<file path="src/sv/sv8d_pkg.sv">
// shared types, codes and opcode lookup functions for the sparc v8 instruction decoder
package sv8d_pkg;

    localparam int unsigned WORD_W  = 32;
    localparam int unsigned TDATA_W = 128;

    // major opcode, bits 31:30
    localparam logic [1:0] OP_BRANCH = 2'd0;
    localparam logic [1:0] OP_CALL   = 2'd1;
    localparam logic [1:0] OP_ALU    = 2'd2;
    localparam logic [1:0] OP_MEM    = 2'd3;

    // op2 codes for the branch/sethi group
    localparam logic [2:0] OP2_BRANCH_ICC = 3'd2;
    localparam logic [2:0] OP2_SET_HIGH   = 3'd4;

    // trap condition "always"
    localparam logic [3:0] COND_ALWAYS = 4'd8;

    // format codes
    localparam logic [2:0] FMT_CALL     = 3'd0;
    localparam logic [2:0] FMT_SETHI    = 3'd1;
    localparam logic [2:0] FMT_BRANCH   = 3'd2;
    localparam logic [2:0] FMT_OP3_IMM  = 3'd3;
    localparam logic [2:0] FMT_OP3_REG  = 3'd4;
    localparam logic [2:0] FMT_TRAP_IMM = 3'd5;
    localparam logic [2:0] FMT_TRAP_REG = 3'd6;

    // instruction ids
    localparam logic [5:0] ID_NONE      = 6'd0;
    localparam logic [5:0] ID_CALL      = 6'd0;
    localparam logic [5:0] ID_SETHI     = 6'd1;
    localparam logic [5:0] ID_BICC_BASE = 6'd2;
    localparam logic [5:0] ID_AND    = 6'd18;
    localparam logic [5:0] ID_ANDCC  = 6'd19;
    localparam logic [5:0] ID_ANDN   = 6'd20;
    localparam logic [5:0] ID_ANDNCC = 6'd21;
    localparam logic [5:0] ID_OR     = 6'd22;
    localparam logic [5:0] ID_ORCC   = 6'd23;
    localparam logic [5:0] ID_ORN    = 6'd24;
    localparam logic [5:0] ID_ORNCC  = 6'd25;
    localparam logic [5:0] ID_XOR    = 6'd26;
    localparam logic [5:0] ID_XORCC  = 6'd27;
    localparam logic [5:0] ID_XNOR   = 6'd28;
    localparam logic [5:0] ID_XNORCC = 6'd29;
    localparam logic [5:0] ID_ADD    = 6'd30;
    localparam logic [5:0] ID_ADDCC  = 6'd31;
    localparam logic [5:0] ID_SUB    = 6'd32;
    localparam logic [5:0] ID_SUBCC  = 6'd33;
    localparam logic [5:0] ID_JMPL   = 6'd34;
    localparam logic [5:0] ID_SAVE   = 6'd35;
    localparam logic [5:0] ID_RESTORE = 6'd36;
    localparam logic [5:0] ID_TA     = 6'd37;
    localparam logic [5:0] ID_RDPSR  = 6'd38;
    localparam logic [5:0] ID_WRPSR  = 6'd39;
    localparam logic [5:0] ID_RDWIM  = 6'd40;
    localparam logic [5:0] ID_WRWIM  = 6'd41;
    localparam logic [5:0] ID_RDTBR  = 6'd42;
    localparam logic [5:0] ID_WRTBR  = 6'd43;
    localparam logic [5:0] ID_LDSB   = 6'd44;
    localparam logic [5:0] ID_LDSH   = 6'd45;
    localparam logic [5:0] ID_LDUB   = 6'd46;
    localparam logic [5:0] ID_LDUH   = 6'd47;
    localparam logic [5:0] ID_LD     = 6'd48;
    localparam logic [5:0] ID_LDD    = 6'd49;
    localparam logic [5:0] ID_STB    = 6'd50;
    localparam logic [5:0] ID_STH    = 6'd51;
    localparam logic [5:0] ID_ST     = 6'd52;
    localparam logic [5:0] ID_STD    = 6'd53;

    // decoded result, last field in the lowest bits
    typedef struct packed {
        logic [6:0]  pad;
        logic [12:0] simm13;
        logic [21:0] sethi_imm;
        logic [21:0] branch_disp;
        logic [29:0] call_disp;
        logic        annul_bit;
        logic [7:0]  asi_field;
        logic [4:0]  src2_reg;
        logic [4:0]  src1_reg;
        logic [4:0]  dest_reg;
        logic [2:0]  format_code;
        logic [5:0]  insn_id;
        logic        illegal;
    } dec_result_t;

    // op=10 op3 lookup, ID_NONE when not decoded
    function automatic logic [5:0] alu_id(input logic [5:0] op3);
        logic [5:0] id;
        unique case (op3)
            6'h01:   id = ID_AND;
            6'h11:   id = ID_ANDCC;
            6'h05:   id = ID_ANDN;
            6'h15:   id = ID_ANDNCC;
            6'h02:   id = ID_OR;
            6'h12:   id = ID_ORCC;
            6'h06:   id = ID_ORN;
            6'h16:   id = ID_ORNCC;
            6'h03:   id = ID_XOR;
            6'h13:   id = ID_XORCC;
            6'h07:   id = ID_XNOR;
            6'h17:   id = ID_XNORCC;
            6'h00:   id = ID_ADD;
            6'h10:   id = ID_ADDCC;
            6'h04:   id = ID_SUB;
            6'h14:   id = ID_SUBCC;
            6'h38:   id = ID_JMPL;
            6'h3c:   id = ID_SAVE;
            6'h3d:   id = ID_RESTORE;
            6'h3a:   id = ID_TA;
            6'h29:   id = ID_RDPSR;
            6'h31:   id = ID_WRPSR;
            6'h2a:   id = ID_RDWIM;
            6'h32:   id = ID_WRWIM;
            6'h2b:   id = ID_RDTBR;
            6'h33:   id = ID_WRTBR;
            default: id = ID_NONE;
        endcase
        return id;
    endfunction

    // op=11 op3 lookup, ID_NONE when not decoded
    function automatic logic [5:0] mem_id(input logic [5:0] op3);
        logic [5:0] id;
        unique case (op3)
            6'h09:   id = ID_LDSB;
            6'h0a:   id = ID_LDSH;
            6'h01:   id = ID_LDUB;
            6'h02:   id = ID_LDUH;
            6'h00:   id = ID_LD;
            6'h03:   id = ID_LDD;
            6'h05:   id = ID_STB;
            6'h06:   id = ID_STH;
            6'h04:   id = ID_ST;
            6'h07:   id = ID_STD;
            default: id = ID_NONE;
        endcase
        return id;
    endfunction

endpackage

</file>
<file path="src/sv/sparc_v8_instruction_decoder.sv">
// sparc v8 instruction decoder top level: input register, decode logic, result register
//
//   channel | dir | tdata fields (lowest bit up)
//   s_      | in  | instruction_word[31:0]
//   m_      | out | illegal, insn_id, format_code, dest_reg, src1_reg, src2_reg,
//           |     | asi_field, annul_bit, call_disp, branch_disp, sethi_imm, simm13, zero pad
//
// one instruction word per cycle sustained while m_tready stays high; a word passes through the input register
// and then the result register before it reaches m_, with the decode logic between the two
// aresetn (synchronous, active low) clears both valid flags; payload registers are not reset
// a stall on m_tready holds the result register; the input register still takes a word
// while the result register is full, and s_tready drops only once both are full
module sparc_v8_instruction_decoder (
    input  logic                          aclk,
    input  logic                          aresetn,
    // instruction_word[31:0]
    input  logic [sv8d_pkg::WORD_W-1:0]   s_tdata,
    input  logic                          s_tvalid,
    output logic                          s_tready,
    // illegal[0], insn_id[6:1], format_code[9:7], dest_reg[14:10], src1_reg[19:15],
    // src2_reg[24:20], asi_field[32:25], annul_bit[33], call_disp[63:34],
    // branch_disp[85:64], sethi_imm[107:86], simm13[120:108], zeros[127:121]
    output logic [sv8d_pkg::TDATA_W-1:0]  m_tdata,
    output logic                          m_tvalid,
    input  logic                          m_tready
);
    import sv8d_pkg::*;

    // input stage
    logic [WORD_W-1:0] word_reg;
    logic              in_valid_reg;

    // result stage
    dec_result_t       res_reg;
    dec_result_t       res_next;
    logic              out_valid_reg;

    logic              out_load;
    logic              in_load;

    // result register can take a new value when empty or being drained
    assign out_load = !out_valid_reg || m_tready;
    // input register can take a word when empty or passing its word forward
    assign in_load  = !in_valid_reg || out_load;
    assign s_tready = in_load;

    always_ff @(posedge aclk) begin
        if (!aresetn) begin
            in_valid_reg  <= 1'b0;
            out_valid_reg <= 1'b0;
        end else begin
            if (in_load) begin
                in_valid_reg <= s_tvalid;
            end
            if (out_load) begin
                out_valid_reg <= in_valid_reg;
            end
        end
    end

    always_ff @(posedge aclk) begin
        if (in_load && s_tvalid) begin
            word_reg <= s_tdata;
        end
        if (out_load && in_valid_reg) begin
            res_reg <= res_next;
        end
    end

    // decode fields of the registered word
    logic [1:0] op;
    logic [2:0] op2;
    logic [5:0] op3;
    logic [3:0] cond;
    logic       imm_sel;
    logic [5:0] id;
    logic       bad;

    always_comb begin
        op      = word_reg[31:30];
        op2     = word_reg[24:22];
        op3     = word_reg[24:19];
        cond    = word_reg[28:25];
        imm_sel = word_reg[13];
        id      = (op == OP_ALU) ? alu_id(op3) : mem_id(op3);
        bad     = 1'b0;
        res_next = '0;

        unique case (op)
            OP_CALL: begin
                res_next.insn_id     = ID_CALL;
                res_next.format_code = FMT_CALL;
                res_next.call_disp   = word_reg[29:0];
            end
            OP_BRANCH: begin
                if (op2 == OP2_BRANCH_ICC) begin
                    res_next.insn_id     = ID_BICC_BASE + {2'b00, cond};
                    res_next.format_code = FMT_BRANCH;
                    res_next.annul_bit   = word_reg[29];
                    res_next.branch_disp = word_reg[21:0];
                end else if (op2 == OP2_SET_HIGH) begin
                    res_next.insn_id     = ID_SETHI;
                    res_next.format_code = FMT_SETHI;
                    res_next.dest_reg    = word_reg[29:25];
                    res_next.sethi_imm   = word_reg[21:0];
                end else begin
                    bad = 1'b1;
                end
            end
            OP_ALU, OP_MEM: begin
                if (id == ID_NONE) begin
                    bad = 1'b1;
                end else if (id == ID_TA) begin
                    // only trap-always decodes; rd bits carry the condition
                    if (cond != COND_ALWAYS) begin
                        bad = 1'b1;
                    end else begin
                        res_next.insn_id  = id;
                        res_next.src1_reg = word_reg[18:14];
                        if (imm_sel) begin
                            res_next.format_code = FMT_TRAP_IMM;
                            res_next.simm13      = word_reg[12:0];
                        end else begin
                            res_next.format_code = FMT_TRAP_REG;
                            res_next.src2_reg    = word_reg[4:0];
                        end
                    end
                end else begin
                    res_next.insn_id  = id;
                    res_next.dest_reg = word_reg[29:25];
                    res_next.src1_reg = word_reg[18:14];
                    if (imm_sel) begin
                        res_next.format_code = FMT_OP3_IMM;
                        res_next.simm13      = word_reg[12:0];
                    end else begin
                        res_next.format_code = FMT_OP3_REG;
                        res_next.src2_reg    = word_reg[4:0];
                        res_next.asi_field   = word_reg[12:5];
                    end
                end
            end
            default: begin
                bad = 1'b1;
            end
        endcase

        // an unrecognized word reports only the illegal flag
        if (bad) begin
            res_next         = '0;
            res_next.illegal = 1'b1;
        end
    end

    assign m_tdata  = res_reg;
    assign m_tvalid = out_valid_reg;

endmodule

</file>
<file path="config.mk">
export PLATFORM = sky130hd
export DESIGN_NAME = sparc_v8_instruction_decoder
export DESIGN_NICKNAME = d
export VERILOG_FILES = /design/src/sv/sv8d_pkg.sv /design/src/sv/sparc_v8_instruction_decoder.sv
export SDC_FILE = /design/constraint.sdc
export NUM_CORES = 1
export LEC_CHECK = 0
export BUFFER_PORTS_ARGS = -buffer_cell sky130_fd_sc_hd__buf_2
export CAP_MARGIN = 20
export CORE_MARGIN = 4
export CORE_UTILIZATION = 48
export CTS_BUF_LIST = sky130_fd_sc_hd__clkbuf_4 sky130_fd_sc_hd__clkbuf_8 sky130_fd_sc_hd__clkbuf_16
export DETAILED_ROUTE_END_ITERATION = 10
export PLACE_DENSITY = 0.84
export SLEW_MARGIN = 30
export SYNTH_ARGS = -nofsm -noshare
export SYNTH_HDL_FRONTEND = slang
export SYNTH_SLANG_ARGS = --single-unit
</file>
<file path="constraint.sdc">
create_clock -name aclk -period 7.2 [get_ports aclk]
set_input_delay 1.44 -clock aclk [delete_from_list [all_inputs] [get_ports aclk]]
set_output_delay 1.44 -clock aclk [all_outputs]
set_load 0.01 [all_outputs]
</file>
# After elaboration in Yosys (flattened, before gate mapping)
# Memory sizes are Yosys's and may differ from the RTL's. A register that Yosys moved wholly into a read port is not among the register bits.
# Index checks and enable logic that the tools add are counted.
[word_totals] mem_bits_ro=480 regBits=162 n_memories=2 output_inout_bits=130
[mem_list] name="(no name shown)" depth=64 width=6 read_ports=1 rd_ports_with_merged_regs=1 write_ports=0 line="sv8d_pkg.sv:91" source="unique case (op3)"
[mem_list] name="(no name shown)" depth=16 width=6 read_ports=1 rd_ports_with_merged_regs=1 write_ports=0 line="sv8d_pkg.sv:126" source="unique case (op3)"
[classes] bitwise=5 mux=29 n_reduce_logical=15 eq_ne=7 n_addsub=1
[op_table] operator="$mux W13" count=4
[op_table] operator="$mux W14" count=2
[op_table] operator="$mux W9" count=3
[op_table] operator="$pmux W9 S3" count=1
[op_table] operator="$mux W10" count=2
[op_table] operator="$mux W6" count=3
[op_table] operator="$mux W5" count=3
[op_table] operator="$pmux W5 S2" count=1
[op_table] operator="$eq A6 B6 Y1 const B" count=1
[op_table] operator="$logic_not A6 Y1" count=1
[op_table] operator="$mux W1" count=6
[op_table] operator="$reduce_or A3 Y1" count=2
[op_table] operator="$add A2 B4 Y5 const A" count=1
[op_table] operator="$not A1 Y1" count=5
[op_table] operator="$reduce_or A5 Y1" count=1
[op_table] operator="$eq A2 B2 Y1 const B" count=2
[op_table] operator="$logic_not A2 Y1" count=2
[op_table] operator="$mux W4" count=1
[op_table] operator="$ne A4 B4 Y1 const B" count=1
[op_table] operator="$reduce_or A2 Y1" count=2
[op_table] operator="$reduce_or A4 Y1" count=1
[op_table] operator="$eq A3 B2 Y1 const B" count=1
[op_table] operator="$eq A3 B3 Y1 const B" count=1
[op_table] operator="$mux W3" count=1
[op_table] operator="other kinds (6)" count=9

# Longest topological paths before layout
# Gate-level depths: netlist (run 1).
[depth] depth_word=8 mapped_depth=10 ltp_nobuf=9

# Worst setup path after synthesis (run 1)
# OpenSTA, ideal clock, no wires.
[synth_timing] path_kind="input -> register" startpoint="in m_tready" endpoint="reg res_reg (netlist bit m_tdata[0]) (enable)" arrival_ns=6.823 path_stages=2 n_path_buf=0 slack_ns=-0.239 t_required_ns=6.584 cell_sequence="nor2b_1 > nor2b_1"
[synth_via] elab_chain_cells=2
[synth_lines] element="start, declared" line="sparc_v8_instruction_decoder.sv:25" source="input logic m_tready"
[synth_lines] element="$logic_or A1 B1 Y1" line="sparc_v8_instruction_decoder.sv:42" source="assign out_load = !out_valid_reg || m_tready;"
[synth_lines] element="$logic_and A1 B1 Y1" line="sparc_v8_instruction_decoder.sv:65" source="if (out_load && in_valid_reg) begin"
[synth_lines] element="end signal, assigned" line="sparc_v8_instruction_decoder.sv:66" source="res_reg <= res_next;"
[synth_lines] element="end, declared" line="sparc_v8_instruction_decoder.sv:34" source="dec_result_t res_reg;"
# No other way between the ends.
# A chain may end at the register's enable or synchronous reset.

# Worst setup path after layout (run 1)
[layout_timing] startpoint="in m_tready" endpoint="out s_tready"
[layout_via] elab_chain_cells=2
[layout_lines] element="$logic_or A1 B1 Y1" line="sparc_v8_instruction_decoder.sv:42"
[layout_lines] element="$logic_or A1 B1 Y1" line="sparc_v8_instruction_decoder.sv:44" source="assign in_load = !in_valid_reg || out_load;"
[layout_lines] element="end, declared" line="sparc_v8_instruction_decoder.sv:19" source="output logic s_tready,"
# No other way between the ends.

==> results of run 1 <==
-- logic make-up after synthesis --
kind of cell,Yosys count,synth area share
and+or+nand+nor,182,0.163
buffers and inverters,29,0.0240
muxes,6,0.0103
DFF,167,0.730
other,1,0.000561
AOI/OAI and AO/OA,54,0.0603
xor gates and xnor gates,2,0.00262
adders and majority gates,5,0.00937
-- worst register-to-register path: stages, from the launching register on --
cell	delay, ns
edfxtp_1	0.79
nand2b_1	0.37
a41oi_1	0.50
o21ai_0	0.18
nand3_2	0.20
nand2_1	0.23
nor3b_1	0.32
-- final timing paths --
check	startpoint	to	slack (ns)	cells past startpoint
setup / recovery	m_tready	s_tready	3.49	4
hold / removal	word_reg[29]	m_tdata[33]	0.57	1
setup reg to reg	word_reg[31]	m_tdata[23]	4.45	6
hold reg to reg	word_reg[29]	m_tdata[33]	0.57	1
-- final cells by class --
class	instances	share of cell area
Tap cell	176	0.0268
Clock buffer	17	0.0518
Inverter	6	0.00274
Multi-Input combinational cell	256	0.206
Clock inverter	15	0.0175
Sequential cell	167	0.594
Timing Repair Buffer	161	0.101
-- report_power, final --
part	switching (W)	internal (W)	leakage (nW)
registers	0.0000311	0.00112	1.53
logic	0.000117	0.0000733	1.37
clock network	0.000379	0.000483	0.275
-- metal layers --
metal | vias to the layer above | GRT usage | wire, um
li1 | 1942 | - | -
met1 | 2023 | 0.220 | 5610
met2 | 197 | 0.304 | 7260
met3 | 19 | 0.0601 | 1170
met4 | 0 | 0.0688 | 269
met5 | - | 0 | 0
-- metrics by stage --
stage / total power (W) / std cells / area, um^2
finish: 0.00221 / 798 / 8210
detailed placement: 0.00136 / 765 / 7610
global route: 0.00230 / 798 / 8210
global placement: 0.00135 / 765 / 7610
floorplan: 0.00129 / 452 / 6710
CTS: 0.00222 / 797 / 8180
-- cells in the final DEF, fill, tap and decap left out, types with 6 or more instances in the layout --
cell type and instances:
and3_1 6, nand2b_1 6, buf_2 158, nor2_1 13, and2_1 104, a21oi_1 12, edfxtp_1 153, clkbuf_16 17
nand2_1 20, o21ai_0 9, conb_1 7, dfxtp_1 14
==> results.md, run 1 <==
- Run status: finished clean
- Fin Clk Skew: ~0.012 ns
- Clock Latency Late Sink: ~0.42 ns
- DR vias: ~4200
- Remaining Overflow, GRT: 0
- Dpl hpwl: ~9.8 mm
- Synth top area share: 0.688
- Maximum vdd drop: approximately 0.12 mV
- CP Max Fanout: 9
- IO Port Bufs: 158
- Synth Register Bits: between 150 and 200
- PwrDens: around 270 mW/mm^2
- CP peak stage delay: 0.43 ns
- Via density: about 5.2
- Die height: between 100 and 150 um
- Final worst slack: roughly 3.5 ns
- Hold WC Path Type: reg -> reg
- # IOs: around 170
- Cts hold-fix bufs: 0
- Final Hold Vio Count: 0
- Number of fill cells: just over 1000
- Post-synthesis cell area: approximately 0.0067 mm^2
- CTS root buffer: clkbuf_16
- Worst path bufs/invs: 3
- CTS max path bufs: 2
- Area growth, synth to finish: 22.9%
- Initial antenna violation count: 0
- Crit. End Element: primary output
- CP Data Required Time: roughly 5.8 ns
- Kind of cell adding the most delay to the critical path: simple AND/OR/NAND/NOR gates
- Worst-Margin Slew: 0.868 ns
- Die Wd: about 130 um
- Endpoints failing setup: 0
- RSZ-0062 raised after global routing: no
- CTS buffer count: 17
- Unique masters post-synth: 58
- Top cell type by total area after synthesis: edfxtp_1
- Largest net degree at the start of global routing: 63
- CP arrival: approximately 2.3 ns
- Pleak: ~3.2 nW
- Syn Area/Cell: between 10 and 15 um^2
- Max_slew headroom: 0.419
- Final wirelength: 14.3 mm
- First-pass GRT wire length: ~22 mm
- Synth Instances: between 400 and 500
- Critical path startpoint category: input pin
- CTS tree: yes
- Row count: 42
- CTS sink count: around 170
- Multi-input logic area: around 0.0017 mm^2
- Dominant cells by area after synthesis: edfxtp_1 69%, and2_1 9.7%, dfxtp_1 4.2%
- Slowest cell on crit path: and3b_1
- Pre-CTS setup slack: between 3 and 4 ns
- Count leader, synth: edfxtp_1
- Setup_tns: 0 ns
- Share of the yosys chip area belonging to registers: 0.730
- H-tree depth: 4
- Post-layout util: 0.610
- Max reg flops: 121
- Ys Warns: 0
- Post-synth EDFFs: 153
- Core ar.: about 0.013 mm^2
- Max Cap Violations: 0
- Die area: 0.0159 mm^2
- Initial Util: 0.497
- Final Net Count: 650
- Final min period: roughly 3.7 ns
- Post-synth top flop: edfxtp_1
- Crit Path Class: in -> out
- Worst-path clk slew: about 0.060 ns
- 1st-iter DRT viols: between 400 and 500
- DR DRC count: 0
- FF/Latch Area: around 0.0049 mm^2
- Min Hold Slack: 0.573 ns
- Number of diodes: 0
- DRT antenna net count: 0
- Ys async rst share: 0
- Fin crit share: 0.515
- Slew Limit Fails: 0
- Layout cell share with drive strength beyond 1: 0.344
- # Post-CTS Setup Buffers: 0
- Worst path most repeated cell: buf_2
- Tot GR Track Use: 0.182
- Routability cong.: 0.869
- Routed len/inst: approximately 18 um
- Vias in the first global route: 4031
- Highest clock rate: approximately 270 MHz
- Resized cells post-CTS: 0
- Pre-antenna DRT Iters: 5
- Post-synth top cells: 153 x edfxtp_1, 104 x and2_1, 20 x nand2_1, 14 x dfxtp_1, 13 x nor2_1
- Worst-path cell chain: buf_2, and3b_1, inv_1, buf_2
Power figures use the tool's default switching activity.
==> inputs of run 2 (changes only) <==
--- a/config.mk
+++ b/config.mk
@@ -5,13 +5,14 @@
 export SDC_FILE = /design/constraint.sdc
 export NUM_CORES = 1
 export LEC_CHECK = 0
+export ABC_AREA = 1
 export BUFFER_PORTS_ARGS = -buffer_cell sky130_fd_sc_hd__buf_2
 export CAP_MARGIN = 20
 export CORE_MARGIN = 4
-export CORE_UTILIZATION = 48
+export CORE_UTILIZATION = 53
 export CTS_BUF_LIST = sky130_fd_sc_hd__clkbuf_4 sky130_fd_sc_hd__clkbuf_8 sky130_fd_sc_hd__clkbuf_16
 export DETAILED_ROUTE_END_ITERATION = 10
-export PLACE_DENSITY = 0.84
+export PLACE_DENSITY = 0.88
 export SLEW_MARGIN = 30
 export SYNTH_ARGS = -nofsm -noshare
 export SYNTH_HDL_FRONTEND = slang
==> constraint.sdc (replaced) <==
create_clock -name aclk -period 3.63 [get_ports aclk]
set_input_delay 0.726 -clock aclk [delete_from_list [all_inputs] [get_ports aclk]]
set_output_delay 0.726 -clock aclk [all_outputs]
set_load 0.01 [all_outputs]
==> results.md, run 2 <==
- Run status: finished clean
- Die height: approximately 120 um
- Critical path startpoint category: flip-flop
- Max_slew headroom: 0.455
- Resized cells post-CTS: 0
- First-pass GRT wire length: 23.3 mm
- Dominant cells by area after synthesis: edfxtp_1 70%, nor2_1 7.3%, nand2_1 4.9%
- Hold WC Path Type: in -> reg
- Die Wd: approximately 120 um
- Commonest non-fill, non-tap cells in the layout: 158 x buf_2, 153 x edfxtp_1, 129 x nor2_1
- Pleak: 3.60 nW
- Layout cell share with drive strength beyond 1: 0.282
- Remaining Overflow, GRT: 0
- Hold path cells: 1
- Fin Clk Skew: slightly below 0.01 ns
- 1st-iter DRT viols: approximately 470
- Syn Area/Cell: 11.9 um^2
- Logic depth of the worst path, buffers included: 10
- Initial antenna violation count: 0
- H-tree depth: 4
- Top cell type by total area after synthesis: edfxtp_1
- Critical Path Sink: m_tdata[109]
- Row count: 40
- CP peak stage delay: 0.55 ns
- Max Cap Violations: 0
- Area growth, synth to finish: 22.8%
- R2R Path End: m_tdata[109]
- # Post-CTS Setup Buffers: 0
- RR Startpoint: word_reg[31]
- Ys Warns: 0
- CP Max Fanout: 17
- Pre-CTS setup slack: approximately 0.93 ns
- DR vias: between 4000 and 5000
- # IOs: around 170
- Unique masters post-synth: 27
- Pre-antenna DRT Iters: 5
- Worst-Margin Slew: around 0.8 ns
- Fin crit share: 0.677
- CP Data Required Time: 3.79 ns
- CTS buffer count: 17
- CTS sink count: around 170
- Synth Instances: 554
- Final Net Count: between 700 and 800
- Final wirelength: roughly 15 mm
- Routability cong.: just under 0.9
- Post-synth EDFFs: 153
- Final Hold Vio Count: 0
- Ys async rst share: 0
- PwrDens: around 530 mW/mm^2
- Min Hold Slack: 0.469 ns
- DRT antenna net count: 0
- Maximum vdd drop: 0.249 mV
- Vias in the first global route: between 4000 and 5000
- Max reg flops: 121
- Most common cell after layout, fill and taps aside: buf_2
- Worst-path cell chain: nand2_8, inv_4, nand2_1, nand2_1, nor2_4, nand2_1, nor2_1, nand2_1, nand2_2, nor2_1
- Post-synthesis cell area: about 0.0066 mm^2
- CTS root buffer: clkbuf_16
- Tot GR Track Use: 0.213
- Initial Util: 0.545
- IO Port Bufs: approximately 160
- Endpoints failing setup: 0
- Core ar.: between 0.01 and 0.015 mm^2
- Crit. End Element: flip-flop
- DR DRC count: 0
- Worst path bufs/invs: 1
- Dpl hpwl: 10.3 mm
- Kind of cell adding the most delay to the critical path: simple AND/OR/NAND/NOR gates
- Flop-to-flop setup slack: around 1.2 ns
- Count leader, synth: edfxtp_1
- Synth Register Bits: ~170
- CTS tree: yes
- Worst path most repeated cell: nand2_1
- Worst Reg-to-Reg Cells: 10
- Crit Path Class: reg -> reg
- Final worst slack: around 1.2 ns
- Post-synth top flop: edfxtp_1
- Worst-path clk slew: around 0.07 ns
- Share of the yosys chip area belonging to registers: 0.738
- Post-synth top cells: 153 x edfxtp_1, 129 x nor2_1, 87 x nand2_1, 52 x inv_1, 39 x nand3_1
- Worst setup path startpoint: word_reg[31]
- Slew Limit Fails: 0
- CTS max path bufs: 2
- Highest clock rate: between 400 and 500 MHz
- RSZ-0062 raised after global routing: no
- Largest net degree at the start of global routing: between 80 and 90
- Via density: just over 5
- Slowest cell on crit path: edfxtp_1
- CP arrival: ~2.6 ns
- Synth top area share: 0.696
- Clock Latency Late Sink: ~0.43 ns
- Number of diodes: 0
- Setup_tns: 0 ns
- Routed len/inst: about 17 um
- Cts hold-fix bufs: 0
- Final min period: 2.46 ns
- Die area: ~0.014 mm^2
-- run 2: logic make-up after synthesis --
logic type | after synthesis | share of synthesized area
flops | 167 | 0.738
xor+xnor | 1 | 0.00133
compound gates | 32 | 0.0262
buf+inv | 77 | 0.0512
simple gates | 271 | 0.173
other cells | 1 | 0.000568
fa+ha+maj | 5 | 0.00948
-- run 2: through the flow --
step / utilization / std cells / instance area [um^2] / power (W)
after floorplan: - / 560 / 6640 / 0.00252
after global placement: 0.623 / 869 / 7550 / 0.00263
after detailed placement: 0.624 / 869 / 7550 / 0.00265
after CTS: 0.670 / 901 / 8110 / 0.00432
after global routing: 0.670 / 901 / 8110 / 0.00444
final: 0.670 / 901 / 8110 / 0.00431
-- run 2: layout make-up --
class                           instances  area [um^2]
Tap cell                              168          210
Sequential cell                       167         4870
Clock inverter                         15          130
Fill cell                             866         4000
Clock buffer                           17          425
Multi-Input combinational cell        316         1430
Inverter                               57          216
Timing Repair Buffer                  161          826
-- run 2: how the worst min path moves through the flow --
stage	startpoint	endpoint	slack (ns)
after floorplan	in_valid_reg	m_tvalid	0.51
after global routing	s_tdata[10]	word_reg[10]	0.46
after detailed placement	m_tvalid	m_tvalid	0.53
after CTS	s_tdata[28]	word_reg[28]	0.46
after global placement	in_valid_reg	in_valid_reg	0.52
final	s_tdata[28]	word_reg[28]	0.47
-- run 2: worst register-to-register path, delay by kind of cell (launching register included) --
| kind | cells | cell delay (ns) |
|---|---|---|
| AND/OR/NAND/NOR | 9 | 1.58 |
| buffers and inverters | 1 | 0.07 |
| flip-flops | 1 | 0.55 |
-- run 2: where the power goes --
part | switching (W) | leakage (nW) | internal [W]
clock network | 0.000753 | 0.249 | 0.000942
registers | 0.0000430 | 1.66 | 0.00221
logic | 0.000256 | 1.69 | 0.000110
-- run 2: per-layer routing --
layer	GRT usage	vias up	share of wire
met5	0	-	0
met4	0.116	0	0.033
met3	0.0551	44	0.084
met2	0.359	262	0.50
met1	0.250	2202	0.39
li1	-	2174	-
